`src/gapc_pkg.sv`:
```
// Package for the gated average pressure converter: sizes, register
// indexes, sequencer states and the divider command/status structs.
`default_nettype none
package gapc_pkg;

   localparam int CHANNELS    = 4;
   localparam int CODE_W      = 16;
   localparam int CH_W        = 2;
   localparam int SUM_W       = 24;
   localparam int COUNT_W     = 9;
   localparam int SHIFT_W     = 4;
   localparam int CSR_IDX_W   = 3;
   localparam int MAX_SHIFT   = 8;
   localparam int DIV_STEPS   = CODE_W;
   localparam int DIV_CNT_W   = $clog2(DIV_STEPS);

   localparam logic [CODE_W-1:0] CODE_FULL = '1;

   localparam logic [CH_W-1:0]    RST_WATCHED   = '0;
   localparam logic [CODE_W-1:0]  RST_THRESHOLD = 16'd10000;
   localparam logic [CODE_W-1:0]  RST_OFFSET    = 16'd13100;
   localparam logic [CODE_W-1:0]  RST_DIVISOR   = 16'd874;
   localparam logic [SHIFT_W-1:0] RST_SHIFT     = 4'd8;

   typedef enum logic [CSR_IDX_W-1:0] {
      CSR_WATCHED_CHANNEL = 3'd0,
      CSR_STORE_THRESHOLD = 3'd1,
      CSR_ZERO_OFFSET     = 3'd2,
      CSR_SCALE_DIVISOR   = 3'd3,
      CSR_AVERAGE_SHIFT   = 3'd4
   } csr_index_type;

   typedef enum logic [2:0] {
      ST_IDLE,
      ST_UPDATE,
      ST_AVERAGE,
      ST_CONVERT,
      ST_DIVIDE,
      ST_RESULT
   } state_type;

   typedef struct packed {
      logic              start;
      logic [CODE_W-1:0] dividend;
      logic [CODE_W-1:0] divisor;
   } div_cmd_type;

   typedef struct packed {
      logic              done;
      logic [CODE_W-1:0] quotient;
   } div_sts_type;

endpackage
`default_nettype wire

```
`src/gapc_div.sv`:
```
// Serial restoring divider, one quotient bit per cycle.
// Depends on gapc_pkg. A zero divisor gives an all-ones quotient.
`default_nettype none
module gapc_div
   import gapc_pkg::*;
(
   input  wire logic  clock,
   input  wire logic  reset,
   input  wire div_cmd_type cmd,
   output div_sts_type sts
);

   logic                 active_ff, active_in;
   logic                 done_ff, done_in;
   logic [DIV_CNT_W-1:0] cnt_ff, cnt_in;
   logic [CODE_W-1:0]    rem_ff, rem_in;
   logic [CODE_W-1:0]    quo_ff, quo_in;
   logic [CODE_W-1:0]    dsr_ff, dsr_in;
   logic [CODE_W:0]      trial;
   logic                 fits;

   always_comb begin
      trial     = {rem_ff, quo_ff[CODE_W-1]};
      fits      = trial >= {1'b0, dsr_ff};
      active_in = active_ff;
      done_in   = 1'b0;
      cnt_in    = cnt_ff;
      rem_in    = rem_ff;
      quo_in    = quo_ff;
      dsr_in    = dsr_ff;
      if (cmd.start) begin
         active_in = 1'b1;
         cnt_in    = '0;
         rem_in    = '0;
         quo_in    = cmd.dividend;
         dsr_in    = cmd.divisor;
      end else if (active_ff) begin
         rem_in = fits ? CODE_W'(trial - {1'b0, dsr_ff}) : trial[CODE_W-1:0];
         quo_in = {quo_ff[CODE_W-2:0], fits};
         cnt_in = cnt_ff + 1'b1;
         if (cnt_ff == DIV_CNT_W'(DIV_STEPS - 1)) begin
            active_in = 1'b0;
            done_in   = 1'b1;
         end
      end
   end

   always_ff @(posedge clock) begin
      if (reset) begin
         active_ff <= 1'b0;
         done_ff   <= 1'b0;
         cnt_ff    <= '0;
      end else begin
         active_ff <= active_in;
         done_ff   <= done_in;
         cnt_ff    <= cnt_in;
      end
      rem_ff <= rem_in;
      quo_ff <= quo_in;
      dsr_ff <= dsr_in;
   end

   assign sts.done     = done_ff;
   assign sts.quotient = quo_ff;

endmodule
`default_nettype wire

```
`src/gated_average_pressure_convert.sv`:
```
// Channel     | Ports                                      | Direction
// req         | req_valid/ready, req_sample_channel/code   | in
// rsp         | rsp_valid/ready, average/pressure/below    | out
// csr         | csr_valid/ready, csr_index, csr_data       | in (register write)
//
// A sample that does not close a block passes through idle (accept) and update.
// A closing sample then goes through average, convert and result; when the
// average is above the offset it also waits in divide for the serial divider.
// req_ready is low until the sequencer is back in idle; the result register
// lets the next sample in while a result waits on rsp_ready.
// Reset is synchronous; it clears held samples, sum and count and loads the register defaults.
// Top level of the gated average pressure converter; uses gapc_pkg, gapc_div.
`default_nettype none
module gated_average_pressure_convert
   import gapc_pkg::*;
(
   input  wire logic                 clock,
   input  wire logic                 reset,
   input  wire logic                 req_valid,
   output logic                      req_ready,
   input  wire logic [CH_W-1:0]      req_sample_channel,
   input  wire logic [CODE_W-1:0]    req_sample_code,
   output logic                      rsp_valid,
   input  wire logic                 rsp_ready,
   output logic [CODE_W-1:0]         rsp_average_code,
   output logic [CODE_W-1:0]         rsp_pressure_value,
   output logic                      rsp_below_offset,
   input  wire logic                 csr_valid,
   output logic                      csr_ready,
   input  wire logic [CSR_IDX_W-1:0] csr_index,
   input  wire logic [CODE_W-1:0]    csr_data
);

   state_type state_ff, state_in;

   logic [CH_W-1:0]    watched_ff;
   logic [CODE_W-1:0]  threshold_ff;
   logic [CODE_W-1:0]  offset_ff;
   logic [CODE_W-1:0]  divisor_ff;
   logic [SHIFT_W-1:0] shift_ff;

   logic [CH_W-1:0]    item_ch_ff, item_ch_in;
   logic [CODE_W-1:0]  item_code_ff, item_code_in;
   logic [CODE_W-1:0]  held_ff [CHANNELS];
   logic [CODE_W-1:0]  held_in [CHANNELS];
   logic [SUM_W-1:0]   sum_ff, sum_in;
   logic [COUNT_W-1:0] count_ff, count_in;
   logic [CODE_W-1:0]  avg_ff, avg_in;
   logic [CODE_W-1:0]  press_ff, press_in;
   logic               below_ff, below_in;

   logic               rsp_valid_ff, rsp_valid_in;
   logic [CODE_W-1:0]  rsp_avg_ff, rsp_avg_in;
   logic [CODE_W-1:0]  rsp_press_ff, rsp_press_in;
   logic               rsp_below_ff, rsp_below_in;

   logic [SHIFT_W-1:0] shift_eff;
   logic [COUNT_W-1:0] target;
   logic               ch_ok;
   logic [CODE_W-1:0]  held_val;
   logic               take;
   logic [COUNT_W-1:0] count_inc;
   logic [SUM_W-1:0]   sum_inc;
   logic [SUM_W-1:0]   sum_shifted;

   div_cmd_type div_cmd;
   div_sts_type div_sts;

   gapc_div u_div (
      .clock (clock),
      .reset (reset),
      .cmd   (div_cmd),
      .sts   (div_sts)
   );

   assign shift_eff   = (shift_ff > SHIFT_W'(MAX_SHIFT)) ? SHIFT_W'(MAX_SHIFT) : shift_ff;
   assign target      = COUNT_W'(1) << shift_eff;
   assign ch_ok       = int'(item_ch_ff) < CHANNELS;
   assign held_val    = (item_code_ff > threshold_ff) ? item_code_ff : held_ff[item_ch_ff];
   assign take        = ch_ok && (item_ch_ff == watched_ff)
                        && (held_val != '0) && (held_val != CODE_FULL);
   assign sum_inc     = sum_ff + SUM_W'(held_val);
   assign count_inc   = count_ff + 1'b1;
   assign sum_shifted = sum_ff >> shift_eff;

   always_comb begin
      state_in     = state_ff;
      item_ch_in   = item_ch_ff;
      item_code_in = item_code_ff;
      held_in      = held_ff;
      sum_in       = sum_ff;
      count_in     = count_ff;
      avg_in       = avg_ff;
      press_in     = press_ff;
      below_in     = below_ff;
      rsp_valid_in = rsp_valid_ff && !rsp_ready;
      rsp_avg_in   = rsp_avg_ff;
      rsp_press_in = rsp_press_ff;
      rsp_below_in = rsp_below_ff;
      req_ready    = 1'b0;
      div_cmd.start    = 1'b0;
      div_cmd.dividend = CODE_W'(avg_ff - offset_ff);
      div_cmd.divisor  = divisor_ff;

      unique case (state_ff)
         ST_IDLE: begin
            req_ready = 1'b1;
            if (req_valid) begin
               item_ch_in   = req_sample_channel;
               item_code_in = req_sample_code;
               state_in     = ST_UPDATE;
            end
         end
         ST_UPDATE: begin
            state_in = ST_IDLE;
            if (ch_ok) begin
               held_in[item_ch_ff] = held_val;
            end
            if (take) begin
               sum_in   = sum_inc;
               count_in = count_inc;
               if (count_inc >= target) begin
                  state_in = ST_AVERAGE;
               end
            end
         end
         ST_AVERAGE: begin
            avg_in   = sum_shifted[CODE_W-1:0];
            sum_in   = '0;
            count_in = '0;
            state_in = ST_CONVERT;
         end
         ST_CONVERT: begin
            if (avg_ff > offset_ff) begin
               below_in      = 1'b0;
               div_cmd.start = 1'b1;
               state_in      = ST_DIVIDE;
            end else begin
               below_in = 1'b1;
               press_in = '0;
               state_in = ST_RESULT;
            end
         end
         ST_DIVIDE: begin
            if (div_sts.done) begin
               press_in = div_sts.quotient;
               state_in = ST_RESULT;
            end
         end
         ST_RESULT: begin
            if (!rsp_valid_ff || rsp_ready) begin
               rsp_valid_in = 1'b1;
               rsp_avg_in   = avg_ff;
               rsp_press_in = press_ff;
               rsp_below_in = below_ff;
               state_in     = ST_IDLE;
            end
         end
         default: state_in = ST_IDLE;
      endcase
   end

   always_ff @(posedge clock) begin
      if (reset) begin
         state_ff     <= ST_IDLE;
      end else begin
         state_ff     <= state_in;
      end
   end

   always_ff @(posedge clock) begin
      if (reset) begin
         for (int i = 0; i < CHANNELS; i++) begin
            held_ff[i] <= '0;
         end
         sum_ff       <= '0;
         count_ff     <= '0;
         rsp_valid_ff <= 1'b0;
      end else begin
         held_ff      <= held_in;
         sum_ff       <= sum_in;
         count_ff     <= count_in;
         rsp_valid_ff <= rsp_valid_in;
      end
      item_ch_ff   <= item_ch_in;
      item_code_ff <= item_code_in;
      avg_ff       <= avg_in;
      press_ff     <= press_in;
      below_ff     <= below_in;
      rsp_avg_ff   <= rsp_avg_in;
      rsp_press_ff <= rsp_press_in;
      rsp_below_ff <= rsp_below_in;
   end

   // register file; writes to unused indexes are dropped
   always_ff @(posedge clock) begin
      if (reset) begin
         watched_ff   <= RST_WATCHED;
         threshold_ff <= RST_THRESHOLD;
         offset_ff    <= RST_OFFSET;
         divisor_ff   <= RST_DIVISOR;
         shift_ff     <= RST_SHIFT;
      end else if (csr_valid) begin
         unique case (csr_index)
            CSR_WATCHED_CHANNEL: watched_ff   <= csr_data[CH_W-1:0];
            CSR_STORE_THRESHOLD: threshold_ff <= csr_data;
            CSR_ZERO_OFFSET:     offset_ff    <= csr_data;
            CSR_SCALE_DIVISOR:   divisor_ff   <= csr_data;
            CSR_AVERAGE_SHIFT:   shift_ff     <= csr_data[SHIFT_W-1:0];
            default: ;
         endcase
      end
   end

   assign csr_ready          = 1'b1;
   assign rsp_valid          = rsp_valid_ff;
   assign rsp_average_code   = rsp_avg_ff;
   assign rsp_pressure_value = rsp_press_ff;
   assign rsp_below_offset   = rsp_below_ff;

endmodule
`default_nettype wire

```
`config.mk`:
```
export PLATFORM = sky130hd
export DESIGN_NAME = gated_average_pressure_convert
export DESIGN_NICKNAME = d
export VERILOG_FILES = /design/src/gapc_pkg.sv /design/src/gapc_div.sv /design/src/gated_average_pressure_convert.sv
export SDC_FILE = /design/constraint.sdc
export NUM_CORES = 1
export LEC_CHECK = 0
export ABC_AREA = 1
export BUFFER_PORTS_ARGS = -buffer_cell sky130_fd_sc_hd__clkbuf_2
export CORE_ASPECT_RATIO = 1.1
export CORE_MARGIN = 3
export CORE_UTILIZATION = 55
export DETAILED_ROUTE_END_ITERATION = 6
export GPL_TIMING_DRIVEN = 1
export PLACE_DENSITY = 0.7
export SETUP_SLACK_MARGIN = 0.4
export SKIP_LAST_GASP = 1
export SYNTH_ARGS = -nofsm -noshare
export SYNTH_HDL_FRONTEND = slang
export SYNTH_SLANG_ARGS = --single-unit
```
`constraint.sdc`:
```
create_clock -name clock -period 8.65 [get_ports clock]
set_clock_uncertainty 0.1 [all_clocks]
set_input_delay 0.865 -clock clock [delete_from_list [all_inputs] [get_ports clock]]
set_output_delay 0.865 -clock clock [all_outputs]
set_load 0.005 [all_outputs]
```
### After elaboration in Yosys (flattened, before gate mapping)

Index checks and enable logic that the tools add are counted.
Widths: inputs -> output; s select.

| storage, ports and cells | value |
|---|---|
| register bits after elaboration | 293 |
| input port bits | 42 |
| output and inout bits | 36 |
| word-level logic and storage cells | 120 |

| cells by class | value |
|---|---|
| add/sub/neg operators | 5 |
| magnitude comparators | 7 |
| equality and inequality tests | 17 |
| shift-type cells | 2 |
| muxes and demuxes | 35 |
| bitwise gates (word level) | 2 |
| reductions and logical operators | 25 |

Operators by type and width:

| kind | count |
|---|---|
| $mux 16 | 9 |
| $bwmux 64 | 1 |
| $pmux 24 s2 | 1 |
| $bmux 16 s2 | 1 |
| $demux 16 s2 | 1 |
| $gt 16x16->1 | 2 |
| $pmux 16 s2 | 1 |
| $sub 16x16->16 | 2 |
| $add 24x16->24 | 1 |
| $mux 24 | 1 |
| $shr 24x4->16 | 1 |
| $pmux 3 s6 | 1 |
| $pmux 9 s2 | 1 |
| $ge 17x16->1 | 1 |
| $ne 16x16->1 const B | 1 |
| $reduce_and 2->1 | 8 |
| $reduce_bool 16->1 | 1 |
| $eq 3x2->1 const B | 4 |
| $mux 1 | 11 |
| $add 9x1->9 const B | 1 |
| $eq 3x3->1 const B | 3 |
| $ge 9x9->1 | 1 |
| $mux 3 | 3 |
| $mux 9 | 1 |
| other kinds (22) | 35 |

### Logic depth before layout (Yosys ltp)

Gate-level depths: netlist of the first run.

| logic depth | value |
|---|---|
| depth in word-level cells | 10 |
| gate-level depth with buffers | 34 |
| depth with buffers taken out | 33 |

### By module

From an unflattened synthesis of the first run, not the netlist that was laid out.

| unflattened totals | value |
|---|---|
| cells, all modules | 2110 |
| area total of the unflattened synthesis | 16077.9 µm² |

By module, submodules not included:

| module | times used | cells each | area an instance (µm²) | seq. area each (µm²) |
|---|---|---|---|---|
| gated_average_pressure_convert | 1 | 1664 | 12734.7 | 5625.4 |
| gapc_div | 1 | 446 | 3343.2 | 1401.3 |

### Worst setup path before layout of the first run

No wires, ideal clock.

| timing path | value |
|---|---|
| path type | register -> register |
| from | register item_code_ff[15] |
| to | register sum_ff[20] |
| library setup time | 70 ps |
| arrival time | 3598 ps |
| required time | 8480 ps |
| path slack | 4882 ps |
| cell stages (with the launch flop) | 28 |
| path buffers | 1 |
| clock period less this slack | 3768 ps |
| cells stage by stage | edfxtp_1 -> ha_1 -> nand2_1 -> nor3_2 -> nand2_1 -> nand2_1 -> nand2_1 -> buf_6 -> nand2_1 -> nand2_2 -> inv_1 -> ha_1 -> inv_1 -> fa_1 -> nand3b_1 -> nand2_1 -> nand2_1 -> o21ai_0 -> nand2_1 -> nand2_1 -> nand3_1 -> nand2_1 -> nand2_1 -> o21ai_0 -> nand2_1 -> inv_1 -> nand4_1 -> a21oi_1 |

| on the way | value |
|---|---|
| cells in the longest elaborated chain, start to end | 7 |
| elaborated cells on any way between the ends | 11 |
| classes of those cells | add/sub (1); order compare (1); eq/ne (2); mux (3); reduce/logical (4) |

RTL lines:

| what | RTL line | source |
|---|---|---|
| from (decl) | gated_average_pressure_convert.sv:43 | `logic [CODE_W-1:0] item_code_ff, item_code_in;` |
| from (signal assigned) | gated_average_pressure_convert.sv:186 | `item_code_ff <= item_code_in;` |
| $gt 16x16->1 * | gated_average_pressure_convert.sv:79 | `assign held_val = (item_code_ff > threshold_ff) ? item_code_ff : held_ff[item_ch_ff];` |
| $mux 16 * | gated_average_pressure_convert.sv:79 |  |
| via held_val[0] | gated_average_pressure_convert.sv:60 | `logic [CODE_W-1:0] held_val;` |
| parallel branches: the longest is 5 deep, another holds $add 24x16->24 | -- |  |
| to (signal assigned) | gated_average_pressure_convert.sv:181 | `sum_ff <= sum_in;` |
| to (decl) | gated_average_pressure_convert.sv:46 | `logic [SUM_W-1:0] sum_ff, sum_in;` |

Mark *: on every way through the listed nets, which the timed path passes. The select of a mux whose other input is x is not followed.
A chain may end at the register's enable or synchronous reset.

### Final worst setup path of the first run

| timing path | value |
|---|---|
| from | register item_code_ff[7] |
| to | register sum_ff[20] |

The elaborated chain is that of the path after synthesis.

==> run summary, run 1 <==
The number of buffers added by the clock tree synthesis step came out at 34. The detailed placer's ending HPWL is 28900 µm. Setup repair after global routing left no endpoint under its margin.

The largest stage delay on the critical path is 800 ps. The register with the most flip-flops in the layout has 64 of them. Counting flops per register, the top entry is held_ff. The worst slew slack as a fraction of its limit is 0.253. For the worst setup path, the data arrival time is 6080 ps.

The chip width came out at 166 µm. The setup slack of the critical path after layout is 2900 ps. The area of placed instances came out at 16000 µm².

The floorplan has 63 rows. The initial antenna violation count is 0. The critical path buffer and inverter count is 3.

The mux cell area share after synthesis came out at 0.00324. The average via count per standard cell came out at 5.41. The final non-filler cell area came out at 17100 µm². The synthesis warning total came out at 0.

The leakage dissipation is 0.00778 µW. The path class of the tightest hold or removal check is reg2reg. The synthesized design spends more area on one cell type than any other, namely sky130_fd_sc_hd__dfxtp_1. The critical path is of the reg2reg type. The adder and majority gate portion of the synthesized area is 0.0647.

The clock-pin slew on the worst setup and hold paths came out at 60 ps. Yosys attributes the largest share of cell area to sky130_fd_sc_hd__dfxtp_1, sky130_fd_sc_hd__edfxtp_1, sky130_fd_sc_hd__nand2_1. In the routed design, unresolved DRC markers number 0. The highest attainable clock frequency came out at 0.174 GHz. The number of placed instances, taps included, is 2327. The number of standard cells in the final layout excluding fillers is 2388. Counting flops with an async set or reset pin after synthesis yields a share of 0. The worst setup path is launched from a register. The worst slack at placement came out at 2960 ps. The required time at the worst-slack endpoint came out at 8980 ps. CTS saw 293 sinks. The cell area after synthesis came out at 15400 µm². The largest fanout on the critical path is 30. The worst setup path is captured at a register.

The max-slew violation count came out at 0. The fraction of synthesized cell area taken by the top area cell type is 0.230. The overall power after layout is 3350 µW. The wire length reported by the detailed router came out at 39600 µm.

After synthesis, the netlist uses 52 different library cells. The highest metal layer carrying signal wires in the routed design is met4. The run finished with clean final reports. In this run the standard cell core region covers 27300 µm².

For this run, the post-layout net count is 2126. In this run, the number of DRC markers left after iteration 0 of detailed routing was 903. The number of H-tree levels came out at 2. The number of enable-type register cells in the synthesized netlist came out at 116. The synthesized instance count is 1959.

In the synthesized netlist the dominant register cell turns out to be sky130_fd_sc_hd__dfxtp_1. The die covers 30100 µm². The number of search-and-repair iterations in the first detailed-routing pass came out at 5.

The area growth from synthesis to layout is 11.0%. The congestion estimate from routability-driven global placement came to 0.929. The final critical-path share of the clock period came out at 0.665.

After detailed routing, the met2 layer carries 19000 µm of wire. Subtracting the final worst setup slack from the clock period gives 5750 ps. The largest family of logic cells by synthesized area is simple AND/OR/NAND/NOR gates. The remaining global-route overflow is 0.

The number of buffers inserted by post-CTS setup repair came out at 0. The initial utilization of the core area, before any placement, comes to 0.566. The routed length per placed instance came out at 16.6 µm. TritonCTS built the clock tree.

The via count of the routed design is 12.9k. Once the clock tree was built, the resizer swapped 0 gates to a different size. Of the total synthesized cell area, the portion taken by XOR and XNOR cells is 0.0301. The power density of the placed cells is 196 nW/µm². Across the run, the number of max-cap violations was 0. The cell that appears most often on the critical path is sky130_fd_sc_hd__nand2_1.

In the global route stage, overall resource usage came out at 0.256. The pin count of the biggest net entering global routing is 84. The global-route wire length before repair came out at 62700 µm. The compound-gate portion of the synthesized area is 0.155. The critical path's top delay family is simple AND/OR/NAND/NOR gates. The met1 wire length is 16800 µm. The root buffer cell chosen for the clock tree is sky130_fd_sc_hd__clkbuf_16.

The maximum vdd drop came out at 164 µV. The total of buffers placed on input and output ports is 76. The number of global-route vias before repair is 12.1k. The net count of the mapped netlist is 2079.

The slew of the pin with the lowest slew margin came out at 1120 ps. The clock passes through at most 3 buffers. In this run, post-CTS hold repair placed 0 buffers. The floorplan step set the die height to 182 µm. The wire length on met3 came out at 2220 µm. At the later pin of the worst-skew pair, clock insertion delay measures 510 ps.

The flip-flop and latch count after synthesis is 293. The synthesized area per cell is 7.88 µm². The standard cell with the maximum stage delay on the critical path is sky130_fd_sc_hd__nand2_1. Setup violations remaining at the end of the flow were counted as 0.

The I/O pin count came out at 78. The post-route antenna net violation count came out at 0. The simple-gate share of the synthesized area came out at 0.193.

The final-report hold violation count is 0. The aggregate negative setup slack is 0 ps. The share of the Yosys chip area taken by registers is 0.455. The share of layout cells above drive strength 1 came out at 0.0862.

The number of antenna cells inserted is 0. The largest registers in the layout are held_ff (64), sum_ff (24).
[final timing paths]
kind	from	to	slack [ps]	depth (start not counted)
setup reg to reg	item_code_ff[7]$_DFFE_PP_	sum_ff[20]$_SDFFE_PP0P_	2900	28
setup / recovery	item_code_ff[7]$_DFFE_PP_	sum_ff[20]$_SDFFE_PP0P_	2900	28
hold / removal	press_ff[14]$_SDFFCE_PP0P_	rsp_pressure_value[14]$_DFFE_PP_	320	0
hold reg to reg	press_ff[14]$_SDFFCE_PP0P_	rsp_pressure_value[14]$_DFFE_PP_	320	0
[logic make-up after synthesis]
kind of cell | Yosys count
AND/OR/NAND/NOR | 706
XOR/XNOR | 53
buffers and inverters | 385
flip-flops | 293
adder cells (fa/ha/maj) | 78
AO/OA/AOI/OAI | 438
multiplexers | 5
other | 1
[layout by cell type, fill, tap and decap left out, types with 36 or more instances in the layout]
cell                       Yosys  final
sky130_fd_sc_hd__xor2_1       36     36
sky130_fd_sc_hd__edfxtp_1    116    116
sky130_fd_sc_hd__inv_1       299    298
sky130_fd_sc_hd__nand3_1      79     79
sky130_fd_sc_hd__dfxtp_1     177    177
sky130_fd_sc_hd__clkbuf_2      0     76
sky130_fd_sc_hd__nor2_1      155    155
sky130_fd_sc_hd__ha_1         75     75
sky130_fd_sc_hd__nand2_1     392    392
sky130_fd_sc_hd__o21ai_0     198    198
sky130_fd_sc_hd__a21oi_1     154    153
[synth_stat cells, types with 3 or more instances]
cell / instances
sky130_fd_sc_hd__or2_2: 5
sky130_fd_sc_hd__xnor2_1: 17
sky130_fd_sc_hd__edfxtp_1: 116
sky130_fd_sc_hd__nand3b_1: 18
sky130_fd_sc_hd__a21oi_1: 154
sky130_fd_sc_hd__clkinv_1: 3
sky130_fd_sc_hd__a21o_1: 4
sky130_fd_sc_hd__nand2_1: 392
sky130_fd_sc_hd__nand2_2: 8
sky130_fd_sc_hd__a22oi_1: 3
sky130_fd_sc_hd__nand4_1: 17
sky130_fd_sc_hd__o21a_1: 4
sky130_fd_sc_hd__nand3_1: 79
sky130_fd_sc_hd__buf_1: 5
sky130_fd_sc_hd__o21ai_0: 198
sky130_fd_sc_hd__buf_2: 13
sky130_fd_sc_hd__o22ai_1: 14
sky130_fd_sc_hd__fa_1: 3
sky130_fd_sc_hd__dfxtp_1: 177
sky130_fd_sc_hd__mux2i_1: 5
sky130_fd_sc_hd__o211ai_1: 26
sky130_fd_sc_hd__buf_6: 5
sky130_fd_sc_hd__nor4_1: 5
sky130_fd_sc_hd__xor2_1: 36
sky130_fd_sc_hd__nor2_1: 155
sky130_fd_sc_hd__clkbuf_1: 47
sky130_fd_sc_hd__o21ai_1: 8
sky130_fd_sc_hd__o2111ai_1: 8
sky130_fd_sc_hd__inv_1: 299
sky130_fd_sc_hd__a21boi_0: 5
sky130_fd_sc_hd__inv_2: 7
sky130_fd_sc_hd__nor3_1: 16
sky130_fd_sc_hd__o221ai_1: 5
sky130_fd_sc_hd__ha_1: 75
sky130_fd_sc_hd__buf_4: 6
[per-stage QoR]
step,hold WS [ps],util
2_1_floorplan,300,-
3_3_place_gp,301,0.587
3_5_place_dp,306,0.587
4_1_cts,321,0.628
5_1_grt,329,0.628
6_report,319,0.628
[report_power, final]
group          leakage, µW  internal (µW)  switching [µW]
Sequential         0.00250           1480            28.3
Combinational      0.00472            133             276
Clock             0.000558            858             580
[worst reg2reg max path: cells and delay by family, from the launching register on]
kind            cells  cell delay, ps
simple gates       19            3280
fa+ha+maj           3             880
compound gates      3             810
flops               1             420
buf+inv             3             220
[layout make-up]
class / instances / area (µm²)
inverters: 309 / 1160
repair buffers: 87 / 463
flip-flops and latches: 293 / 7030
multi-input cells: 1281 / 6900
fillers: 2422 / 10100
clock inverters: 20 / 209
clock buffers: 41 / 918
well taps: 357 / 447
[metal layers]
layer,up-vias,GRT usage
li1,6550,-
met2,384,0.443
met1,5916,0.326
met3,74,0.0337
met5,-,0
met4,0,0.100
Power figures use the tool's default switching activity.
==> inputs of run 2 (changes only) <==
==> constraint.sdc (replaced) <==
create_clock -name clock -period 5.78 [get_ports clock]
set_clock_uncertainty 0.1 [all_clocks]
set_input_delay 0.578 -clock clock [delete_from_list [all_inputs] [get_ports clock]]
set_output_delay 0.578 -clock clock [all_outputs]
set_load 0.005 [all_outputs]
==> run summary, run 2 (synthesis results as in run 1) <==
The max-slew violation count came to 0. The worst setup path is of the reg2reg kind. On the worst path, the slowest cell contributes a delay of 410 ps. The area of the placeable core came out at 27300 µm². The critical path starts at item_code_ff[11]$_DFFE_PP_.

Of all nets on the critical path, the largest fanout is 30. The worst hold path belongs to the class in2reg. The wire length reported by the detailed router came out at 39600 µm. The time the worst path needs with I/O delays and setup came out at 4720 ps. The slew of the pin with the lowest slew margin is 1110 ps.

The CTS sink count is 293. The final setup violation count came out at 0. After detailed routing, the number of remaining DRC violations is 0. More flip-flops sit in one register than any other, and that register is held_ff. The count of hold buffers inserted by post-cts repair is 0. The setup slack on the worst flop-to-flop path came out at 1060 ps. In the final layout, the share of cells above drive strength 1 is 0.0875. The highest attainable clock frequency is 0.212 GHz. The clock-pin slew on the worst setup and hold paths is 60 ps. The aggregate negative setup slack is 0 ps. The routed length per placed instance came out at 16.6 µm. Summed over all cells, the static leakage comes to 0.00775 µW.

The initial antenna violation count is 0. The area of placed instances came out at 16100 µm². The detailed placer's ending HPWL is 29300 µm. The number of clock buffers added by TritonCTS is 31.

The detailed router finished its first iteration with 1116 violations. The area taken by multi-input logic gates is 6900 µm². The pin count of the biggest net entering global routing came out at 41.

Setup repair after global routing left no endpoint under its margin. The maximum vdd drop is 235 µV. The worst setup path is launched from a register. At the worst endpoint, the required time is 6170 ps. The final non-filler cell area is 17100 µm².

The critical register-to-register path endpoint is sum_ff[20]$_SDFFE_PP0P_. The final-report hold violation count is 0. The first detailed-routing pass ran for 6 iterations. In the layout the commonest cells are sky130_fd_sc_hd__nand2_1, sky130_fd_sc_hd__inv_1, sky130_fd_sc_hd__o21ai_0. The count of standard-cell rows came out at 63. The I/O pin count came out at 78. The power density of the placed cells came out at 285 nW/µm². The overall routing resource usage is 0.255.

The average via count per standard cell is 5.43. The buffer levels on the longest clock path is 3. The insertion delay to the later sink of the worst-skew pair is 570 ps. The floorplan step set the die height to 182 µm. The number of antenna diodes in the final layout is 0. The number of H-tree levels is 1.

For this run the aggregate overflow at the end of global routing stands at 0. The final critical-path share of the clock period is 0.817. The post-synthesis to final-layout area growth came out at 10.7%. The number of flip-flops in the largest register is 64. The first global-routing pass estimated 62700 µm of wire. The largest registers in the layout are held_ff (64), sum_ff (24). The destination of the critical timing path is sum_ff[20]$_SDFFE_PP0P_.

The chip width came out at 166 µm. For this run, the post-layout net count is 2130. The area of the die came out at 30100 µm².

By instance count, the cell type seen most on the critical path is sky130_fd_sc_hd__nand2_1. In this run the remaining antenna-violating nets after routing total 0. The startpoint identified for the worst register-to-register timing path is item_code_ff[11]$_DFFE_PP_.

The number of inserted filler cells in the final layout is 2458. Among all stages on the critical path, the largest delay is contributed by sky130_fd_sc_hd__edfxtp_1. The via count of the routed design came out at 13.0k. The most frequent standard cell in the layout excluding fill and tap cells is sky130_fd_sc_hd__nand2_1. TritonCTS built the clock tree.

The CTS root buffer is sky130_fd_sc_hd__clkbuf_16. The flow ran to the end, and the final reports show no timing, DRC or antenna violations. The worst-case reg-to-reg path depth is 27. The sequential cells in the finished layout cover a total of 7030 µm².

Max-cap violations in this run came to 0. The number of global-route vias before repair was 11.9k. The initial utilization of the core area, before any placement, comes to 0.566. After layout, the design draws a total of 4860 µW. Headroom to the max-slew limit came out at 0.255.

The placer's final routability congestion estimate is 0.935. STA classifies the critical path endpoint as a register. The total of buffers placed on input and output ports came out at 76. The worst slack on hold paths came out at 87.4 ps. The arrival time reported for the critical path endpoint came out at 5110 ps.
-- run 2: cell types whose count changed in the layout (fill, tap and decap cells not counted), sizes merged --
cell,previous run,this run
buf,11,18
clkbuf,117,111
clkinvlp,1,4
-- run 2: metrics by stage --
step                worst slack (ps)  instances   util
floorplan                       2010       1959      -
global placement                1120       2334  0.589
detailed placement               980       2334  0.589
CTS                              954       2392  0.626
global route                     529       2392  0.626
finish                          1060       2392  0.626
-- run 2: worst min-delay path by stage --
| stage | start | end | slack (ps) | cells past startpoint |
|---|---|---|---|---|
| final | req_sample_channel[0] | item_ch_ff[0]$_DFFE_PP_ | 90 | 1 |
| after global routing | req_sample_code[4] | item_code_ff[4]$_DFFE_PP_ | 70 | 1 |
| after CTS | req_sample_channel[0] | item_ch_ff[0]$_DFFE_PP_ | 70 | 1 |
| after detailed placement | press_ff[14]$_SDFFCE_PP0P_ | rsp_pressure_value[14]$_DFFE_PP_ | 310 | 0 |
| after global placement | press_ff[5]$_SDFFCE_PP0P_ | rsp_pressure_value[5]$_DFFE_PP_ | 300 | 0 |
| after floorplan | below_ff$_DFFE_PP_ | rsp_below_offset$_DFFE_PP_ | 300 | 0 |
-- run 2: layout make-up --
class,count,area share
sequential,293,0.411
timing repair buffer,94,0.0302
multi-input combinational,1281,0.404
clock buffer,35,0.0475
tap,357,0.0261
inverter,309,0.0679
clock inverter,23,0.0127
-- run 2: repair_timing --
item	CTS	global route
endpoints found under the hold margin	0	0
endpoints found under the setup margin	0	1
buffers inserted	0	0
resized for setup	0	1
-- run 2: worst max-delay path, delay by kind of cell, from the launching register on --
family | cells | cell delay (ps)
buffers and inverters | 4 | 500
flip-flops | 1 | 410
adder cells (fa/ha/maj) | 3 | 900
AND/OR/NAND/NOR | 17 | 2080
AO/OA/AOI/OAI | 3 | 660
-- run 2: power by group --
part	leakage [µW]	internal [µW]	switching, µW
Combinational	0.00476	202	416
Clock	0.000498	1150	847
Sequential	0.00250	2210	42.8
-- run 2: routing by layer --
layer | vias up | GRT usage | share of wire
met4 | 0 | 0.0815 | 0.031
met3 | 69 | 0.0292 | 0.059
met5 | - | 0 | 0
li1 | 6557 | - | -
met1 | 5948 | 0.347 | 0.44
met2 | 413 | 0.428 | 0.47
